### config.mk
export PLATFORM = sky130hd
export DESIGN_NAME = crc8_stuffed_packet_framer_top
export DESIGN_NICKNAME = d
export VERILOG_FILES = /design/src/hdl/cspf_pkg.sv /design/src/hdl/crc8_stuffed_packet_framer_top.sv
export SDC_FILE = /design/constraint.sdc
export NUM_CORES = 1
export LEC_CHECK = 0
export ABC_AREA = 1
export BUFFER_PORTS_ARGS = -buffer_cell sky130_fd_sc_hd__buf_2
export CAP_MARGIN = 20
export CORE_ASPECT_RATIO = 2
export CORE_MARGIN = 1.5
export CORE_UTILIZATION = 45
export DETAILED_ROUTE_END_ITERATION = 16
export MAX_ROUTING_LAYER = met4
export PLACE_DENSITY_LB_ADDON = 0.25
export RECOVER_POWER = 50
export SYNTH_ARGS = -nofsm -noshare
export SYNTH_HDL_FRONTEND = slang
export SYNTH_SLANG_ARGS = --single-unit
### constraint.sdc
create_clock -name clk -period 7.4 [get_ports clk]
set_input_delay 0.37 -clock clk [delete_from_list [all_inputs] [get_ports clk]]
set_output_delay 0.37 -clock clk [all_outputs]
set_load 0.05 [all_outputs]
### src/hdl/cspf_pkg.sv
// ----------------------------------------------------------------------------
// Packet framer package
// Op codes, framing bytes and the CRC-8 byte update shared by the framer.
// ----------------------------------------------------------------------------
package cspf_pkg;

    localparam int MAX_PAYLOAD_DEF = 512;
    localparam int BUF_DEPTH       = 8;
    localparam int CNT_W           = $clog2(BUF_DEPTH + 1);

    localparam logic OP_START   = 1'b0;
    localparam logic OP_PAYLOAD = 1'b1;

    localparam logic [7:0] SYNC_HI  = 8'hAA;
    localparam logic [7:0] SYNC_LO  = 8'hFF;
    localparam logic [7:0] END_MARK = 8'hFD;
    localparam logic [7:0] ESC_MARK = 8'hFE;
    localparam logic [7:0] RAW_FF   = 8'hFF;
    localparam logic [7:0] RAW_FE   = 8'hFE;
    localparam logic [7:0] RAW_FD   = 8'hFD;
    localparam logic [7:0] ESC_FF   = 8'h01;
    localparam logic [7:0] ESC_FE   = 8'h00;
    localparam logic [7:0] ESC_FD   = 8'h02;
    localparam logic [7:0] CRC_POLY = 8'h07;
    localparam logic [7:0] CRC_INIT = 8'h00;

    // MSB-first CRC-8, no reflection, no final XOR
    function automatic logic [7:0] crc8_update(input logic [7:0] crc, input logic [7:0] b);
        logic [7:0] c;
        c = crc ^ b;
        for (int i = 0; i < 8; i++)
        begin
            if (c[7])
            begin
                c = {c[6:0], 1'b0} ^ CRC_POLY;
            end
            else
            begin
                c = {c[6:0], 1'b0};
            end
        end
        return c;
    endfunction

endpackage

### src/hdl/crc8_stuffed_packet_framer_top.sv
// ----------------------------------------------------------------------------
// CRC-8 byte-stuffed packet framer
// Turns start and payload transactions into a framed, escaped byte stream.
// ----------------------------------------------------------------------------
// Channel  | Dir | tdata                                   | tuser      | tlast
// s_axis   | in  | seq_number, payload_len, data_byte      | op         | -
// m_axis   | out | frame_byte                              | frame_end  | run_last
//
// One input transaction is expanded into a byte buffer of up to eight bytes;
// the buffer drains one byte per cycle on the output while m_tready is high.
// A transaction is taken when the buffer is empty or its last byte leaves in
// the same cycle. Output stalls hold the buffer and block input.
// Reset clears the packet state, the CRC and the buffer count.
// ----------------------------------------------------------------------------
module crc8_stuffed_packet_framer_top #(
    parameter int MAX_PAYLOAD = cspf_pkg::MAX_PAYLOAD_DEF
) (
    input  logic        clk,
    input  logic        rst_n,
    input  logic        s_tvalid,
    output logic        s_tready,
    input  logic [39:0] s_tdata,   // [15:0] seq_number, [25:16] payload_len,
                                   // [33:26] data_byte, [39:34] zero
    input  logic        s_tuser,   // [0] op
    output logic        m_tvalid,
    input  logic        m_tready,
    output logic [7:0]  m_tdata,   // [7:0] frame_byte
    output logic        m_tlast,   // run_last
    output logic        m_tuser    // [0] frame_end
);

    localparam int CW = cspf_pkg::CNT_W;
    localparam int BD = cspf_pkg::BUF_DEPTH;

    logic          open_reg, open_next;
    logic [9:0]    rem_reg, rem_next;
    logic [7:0]    crc_reg, crc_next;
    logic [CW-1:0] cnt_reg, cnt_next;
    logic          close_reg, close_next;
    logic [7:0]    byte_reg  [BD];
    logic [7:0]    byte_next [BD];

    logic          accept, pop;
    logic          op;
    logic [15:0]   seq;
    logic [9:0]    len, len_sat;
    logic [7:0]    db;
    logic [7:0]    hcrc, pcrc, esc_code;
    logic          esc, last_byte;
    logic [7:0]    gen [BD];
    logic [CW-1:0] gen_cnt;
    logic          gen_close;

    assign op  = s_tuser;
    assign seq = s_tdata[15:0];
    assign len = s_tdata[25:16];
    assign db  = s_tdata[33:26];

    assign m_tvalid = (cnt_reg != '0);
    assign pop      = m_tvalid && m_tready;
    assign s_tready = (cnt_reg == '0) || ((cnt_reg == CW'(1)) && m_tready);
    assign accept   = s_tvalid && s_tready;
    assign m_tdata  = byte_reg[0];
    assign m_tlast  = (cnt_reg == CW'(1));
    assign m_tuser  = close_reg && (cnt_reg == CW'(1));

    always_comb
    begin
        if ({7'd0, len} > 17'(MAX_PAYLOAD))
        begin
            len_sat = 10'(MAX_PAYLOAD);
        end
        else
        begin
            len_sat = len;
        end
        hcrc = cspf_pkg::crc8_update(cspf_pkg::CRC_INIT, seq[15:8]);
        hcrc = cspf_pkg::crc8_update(hcrc, seq[7:0]);
        hcrc = cspf_pkg::crc8_update(hcrc, {6'd0, len_sat[9:8]});
        hcrc = cspf_pkg::crc8_update(hcrc, len_sat[7:0]);
        pcrc = cspf_pkg::crc8_update(crc_reg, db);

        unique case (db)
            cspf_pkg::RAW_FF:
            begin
                esc      = 1'b1;
                esc_code = cspf_pkg::ESC_FF;
            end
            cspf_pkg::RAW_FE:
            begin
                esc      = 1'b1;
                esc_code = cspf_pkg::ESC_FE;
            end
            cspf_pkg::RAW_FD:
            begin
                esc      = 1'b1;
                esc_code = cspf_pkg::ESC_FD;
            end
            default:
            begin
                esc      = 1'b0;
                esc_code = db;
            end
        endcase
        last_byte = (rem_reg == 10'd1);

        for (int i = 0; i < BD; i++)
        begin
            gen[i] = 8'h00;
        end
        gen_cnt   = '0;
        gen_close = 1'b0;
        open_next = open_reg;
        rem_next  = rem_reg;
        crc_next  = crc_reg;

        if (op == cspf_pkg::OP_START)
        begin
            // a new start abandons whatever packet is open
            gen[0]    = cspf_pkg::SYNC_HI;
            gen[1]    = cspf_pkg::SYNC_LO;
            gen[2]    = seq[15:8];
            gen[3]    = seq[7:0];
            gen[4]    = {6'd0, len_sat[9:8]};
            gen[5]    = len_sat[7:0];
            gen[6]    = cspf_pkg::END_MARK;
            gen[7]    = hcrc;
            crc_next  = hcrc;
            rem_next  = len_sat;
            open_next = 1'b1;
            gen_cnt   = CW'(6);
            if (len_sat == 10'd0)
            begin
                gen_cnt   = CW'(8);
                gen_close = 1'b1;
                open_next = 1'b0;
            end
        end
        else if (open_reg && (rem_reg != 10'd0))
        begin
            crc_next  = pcrc;
            rem_next  = rem_reg - 10'd1;
            gen_close = last_byte;
            if (esc)
            begin
                gen[0] = cspf_pkg::ESC_MARK;
                gen[1] = esc_code;
                gen[2] = cspf_pkg::END_MARK;
                gen[3] = pcrc;
            end
            else
            begin
                gen[0] = db;
                gen[1] = cspf_pkg::END_MARK;
                gen[2] = pcrc;
            end
            gen_cnt = CW'({1'b0, esc} + 2'd1) + (last_byte ? CW'(2) : CW'(0));
            if (last_byte)
            begin
                open_next = 1'b0;
                rem_next  = 10'd0;
            end
        end
        // payload with no packet open: drop, no bytes
    end

    always_comb
    begin
        cnt_next   = cnt_reg;
        close_next = close_reg;
        for (int i = 0; i < BD; i++)
        begin
            byte_next[i] = byte_reg[i];
        end
        if (accept)
        begin
            cnt_next   = gen_cnt;
            close_next = gen_close;
            for (int i = 0; i < BD; i++)
            begin
                byte_next[i] = gen[i];
            end
        end
        else if (pop)
        begin
            // advance the buffer by one byte
            cnt_next = cnt_reg - CW'(1);
            for (int i = 0; i < BD - 1; i++)
            begin
                byte_next[i] = byte_reg[i + 1];
            end
        end
    end

    always_ff @(posedge clk or negedge rst_n)
    begin
        if (!rst_n)
        begin
            open_reg  <= 1'b0;
            rem_reg   <= 10'd0;
            crc_reg   <= cspf_pkg::CRC_INIT;
            cnt_reg   <= '0;
            close_reg <= 1'b0;
        end
        else
        begin
            if (accept)
            begin
                open_reg <= open_next;
                rem_reg  <= rem_next;
                crc_reg  <= crc_next;
            end
            cnt_reg   <= cnt_next;
            close_reg <= close_next;
        end
    end

    always_ff @(posedge clk)
    begin
        for (int i = 0; i < BD; i++)
        begin
            byte_reg[i] <= byte_next[i];
        end
    end

endmodule

---- After elaboration in Yosys (flattened, before gate mapping) ----
Memory sizes are Yosys's and may differ from the RTL's.
Index checks and enable logic that the tools add are counted.
operators by class
  add/sub/neg operators ................... 4
  $lt $le $gt $ge ......................... 1
  equality and inequality tests ........... 7
  mux-type cells .......................... 69
  bitwise logic cells ..................... 44
  reductions and logical operators ........ 14
operator list
  operator                                                count
  2-to-1 mux 3 bit                                        41
  NOT 3 bit                                               40
  2-to-1 mux 56 bit                                       2
  2-to-1 mux 32 bit                                       2
  2-to-1 mux 10 bit                                       4
  2-to-1 mux 8 bit                                        4
  2-to-1 mux 26 bit                                       1
  == test 8 bit (second input constant)                   3
  2-to-1 mux 24 bit                                       1
  one-hot mux 8 bit (3 select lines)                      1
  XOR 8 bit                                               3
  2-to-1 mux 4 bit                                        4
  == test 10 x 1 -> 1 bit (second input constant)         1
  > comparator 10 bit (second input constant)             1
  logical NOT 10 bit                                      1
  nonzero test 10 bit                                     1
  subtractor 10 x 1 -> 10 bit (second input constant)     1
  2-to-1 mux 1 bit                                        8
  XOR 8 x 2 -> 8 bit                                      1
  logical AND 1 bit                                       5
  == test 4 x 1 -> 1 bit (second input constant)          1
  logical NOT 4 bit                                       1
  inequality test 2 x 1 -> 1 bit (second input constant)  2
  nonzero test 4 bit                                      1
  9 further kinds                                         9
word-level totals
  register bits ........................... 24
  bits in writable memories ............... 64
  output and inout port bits .............. 12
  word-level logic and storage cells ...... 145
  memories kept ........................... 1
memories
  name      words  bits a word  read ports  clocked after memory_dff  wr ports  line                                  text
  byte_reg  8      8            8           0                         8         crc8_stuffed_packet_framer_top.sv:40  logic [7:0] byte_reg [BD];

---- Depth between registers and ports, before layout ----
  depth in word-level cells ............... 69
  gate-level depth with buffers ........... 22
  gate-level depth less buffers ........... 22

---- Worst setup path before layout ----
OpenSTA, ideal clock, no wires.
  kind .................................... reg-to-reg
  start point ............................. reg cnt_reg[0]
  end point ............................... reg cnt_reg[1]
  library setup time ...................... 145 ps
  arrival time ............................ 5995 ps
  data required time ...................... 7255 ps
  setup slack ............................. 1261 ps
  stages on the path, launching flop included .. 8
  buffers on the path ..................... 0
  period minus slack after synthesis ...... 6139 ps
  cells stage by stage .................... dfrtp_1 inv_1 ha_1 nand3_1 o21ai_0 inv_1 a221o_1 o21ai_0
RTL lines
  element                              line                                   text
  from (decl)                          crc8_stuffed_packet_framer_top.sv:38   logic [CW-1:0] cnt_reg, cnt_next;
  from (signal assigned)               crc8_stuffed_packet_framer_top.sv:213  cnt_reg <= cnt_next;
  nonzero test 4 bit                   crc8_stuffed_packet_framer_top.sv:59   assign m_tvalid = (cnt_reg != '0);
  named net m_tvalid                   crc8_stuffed_packet_framer_top.sv:25   output logic m_tvalid,
  logical AND 1 bit                    crc8_stuffed_packet_framer_top.sv:60   assign pop = m_tvalid && m_tready;
  nonzero test 2 bit (no source line)  n/a
The timed path passes the listed nets, and every way through them passes these cells. The select of a mux whose other input is x is not followed.
A chain may end at the register's enable or synchronous reset.

---- Worst setup path after layout ----
  start point ............................. reg cnt_reg[0]
  end point ............................... reg cnt_reg[3]
on the way
  longest elaborated chain between the ends .. 5
ends and longest elaborated chain
  element
  parallel branches: the longest is 5 deep, another holds subtractor 4 x 1 -> 4 bit
Parallel ways; which one is timed is not known. The select of a mux whose other input is x is not followed.

==> results.toml <==
[route]
via_per_inst = 5.31
num_vias = 5163
drt_iter0_markers = 275
route.final.wire_length_mm = 15.6
post-route-drc-count = 0
drt.antenna.violating_nets = 0
dr.pass1.iters = 5
wl_per_cell_um = 16.1

[clocking]
htree_levels = 3
clkTransAtPathRegs_ns = 0.07
cts_buffer_depth = 2
cts_buffers = 9
cts_hold_buf = 0
cts-root-buf = "clkbuf_16"
clk_latency_ns = 0.34
cts_resized = 0
cts_tree = "yes"
cts.sinks = 88
postCtsSetupBuffers = 0

[synthesis]
syn_area_per_cell_um2 = 7.58
ys.flop_type = "edfxtp_1"
synthTopCellsByCount = "nand2_1 (284), inv_1 (89), edfxtp_1 (57), nand3_1 (48), nor2_1 (44)"
ys_ff_latch = 88
netlist_area_mm2 = 0.00590
ys_top_cells_by_area = "edfxtp_1 (29%), nand2_1 (18%), dfrtp_1 (10%)"
ys_warn_count = 0
synth.distinct_cells = 42
synth.top_cell.area_share = 0.290
syn-num-nets = 829
async_flop_share = 0.273
synth.most_common_cell = "nand2_1"
syn_inst = 779
synth_edf_count = 57
synth-seq-area-share = 0.416
synth_top_cell_by_area = "edfxtp_1"

[timing]
tns_ns = 0
rsz0062_at_grt = "false"
tightest_slew_ns = 2.92
setup_violations = 0
whs_ns = 0.333
period_minus_slack_ns = 4.62
skew_ns = 0.00583
drv_slew = 53
timing.fmax_mhz = 216
relSlewSlack = -0.944
finalHoldViolations = 0
fin_crit_sh = 0.625

[layout]
drive_above_1_share = 0.138
fin_cells = 973
largest_register_ffs = 64
num-fill-cells = 1290
multi_input_area_mm2 = 0.00293
final_area_mm2 = 0.00648
antennaDiodeCount = 0
register_area_mm2 = 0.00245
fin_nets = 866
syn2layout_area_growth_pct = 9.73

[status]
outcome = "finished with violations"
violations = "max-capacitance violations, max-slew violations"

[floorplanning]
rows = 59
coreArea_mm2 = 0.0129
die_w_um = 84.0
initial_core_util = 0.457
dieHeight_um = 165
die-area_mm2 = 0.0139
ios = 57

[min_path]
worstHoldPathType = "in -> async"

[setup_path]
cp-start-kind = "register"
critPathCaptureType = "register"
cpMostUsedCell = "inv_1"
rrSetupSlack_ns = 2.78
worstPathMaxFanout = 52
cp_cell_sequence = "inv_1 -> ha_1 -> nand3_1 -> nand2_1 -> o21ai_4 -> clkbuf_1 -> inv_1 -> a221oi_1 -> a21oi_1"
arrival_ns = 4.84
crit_path_max_incr_delay_ns = 2.06
cp_slowest_cell = "clkbuf_1"
cp.required_ns = 7.62
critical_path_class = "reg -> reg"

[power_and_ir_drop]
p_leak_nw = 3.21
p_sw_frac = 0.427
p_switching_mw = 0.982
seqPwrFrac = 0.359
p_int_mw = 1.32
vdd_drop_max_mv = 0.277
clkPwrFrac = 0.194
power_density_mw_per_mm2 = 356
comb_power_share = 0.448

[placement]
place_congestion = 0.897
dpl.hpwl_mm = 12.2
place_area_mm2 = 0.00623
dpl.cell_count = 957
portBuffers = 50

[global_routing]
first_global_vias = 4948
grtUsageTotal = 0.240
grt_max_degree = 53
grt_pass1_wl_mm = 24.7
antenna_found_initial = 0
grt-ovfl-total = 0

[flow_run]
maxCapViolations = 1
## worst paths after layout
kind                                        start  cells past startpoint                  endpoint
max                        cnt_reg[0]$_DFFE_PN0P_                      9    cnt_reg[3]$_DFFE_PN0P_
min                                         rst_n                      1    cnt_reg[3]$_DFFE_PN0P_
max reg2reg                cnt_reg[0]$_DFFE_PN0P_                      9    cnt_reg[3]$_DFFE_PN0P_
min reg2reg                  open_reg$_DFFE_PN0P_                      2      open_reg$_DFFE_PN0P_
max in group asynchronous                   rst_n                      1    crc_reg[7]$_DFFE_PN0P_
min in group clk                      s_tdata[28]                      2  byte_reg[0][2]$_DFFE_PP_
## power by group through the flow
stage	clock (mW)	combinational, mW	sequential (mW)
floorplan	0	0.830	0.811
global placement	0	1.03	0.827
detailed placement	0	1.04	0.832
CTS	0.449	1.05	0.822
global route	0.468	1.16	0.843
finish	0.446	1.03	0.826
## layer usage
metal	vias up	GRT usage	wire length (um)
met5	-	-	0
met4	0	0.146	829
met3	42	0.0190	395
met2	121	0.452	8600
met1	2421	0.238	5820
li1	2579	-	-
## logic make-up (layout without fill, tap and decap cells)
group / count (synthesis) / in the layout / share of synthesized area
buf+inv: 125 / 167 / 0.0882
flops: 88 / 88 / 0.416
xor+xnor: 45 / 45 / 0.0738
fa+ha+maj: 5 / 5 / 0.0106
compound gates: 86 / 86 / 0.0954
simple gates: 430 / 430 / 0.317
## metrics by stage
| stage | utilization | setup WS (ns) | power [mW] |
|---|---|---|---|
| 6_report | 0.501 | 2.78 | 2.30 |
| 4_1_cts | 0.505 | 3.15 | 2.32 |
| 2_1_floorplan | - | 1.26 | 1.64 |
| 3_5_place_dp | 0.482 | 3.18 | 1.87 |
| 3_3_place_gp | 0.482 | 3.24 | 1.85 |
| 5_1_grt | 0.501 | 2.43 | 2.47 |
## cell type report
cell class | count | share of cell area
Clock buffer | 9 | 0.0348
Inverter | 99 | 0.0578
Multi-Input combinational cell | 566 | 0.452
Sequential cell | 88 | 0.379
Tap cell | 152 | 0.0294
Clock inverter | 7 | 0.00985
Timing Repair Buffer | 52 | 0.0379
## cells in the final DEF, fill, tap and decap left out, drive strengths merged, types with 23 or more instances in the layout
master  count
inv       103
nand2     322
dfrtp      24
edfxtp     57
clkbuf     23
nor2       44
xnor2      24
buf        38
o21ai      27
nand3      53
## critical path, delay by kind of cell, from the launching register on
family,cells,cell delay [ns]
simple gates,2,0.57
fa+ha+maj,1,0.23
compound gates,3,0.67
buf+inv,3,2.67
flops,1,0.35
(Power assumes the default switching activity.)
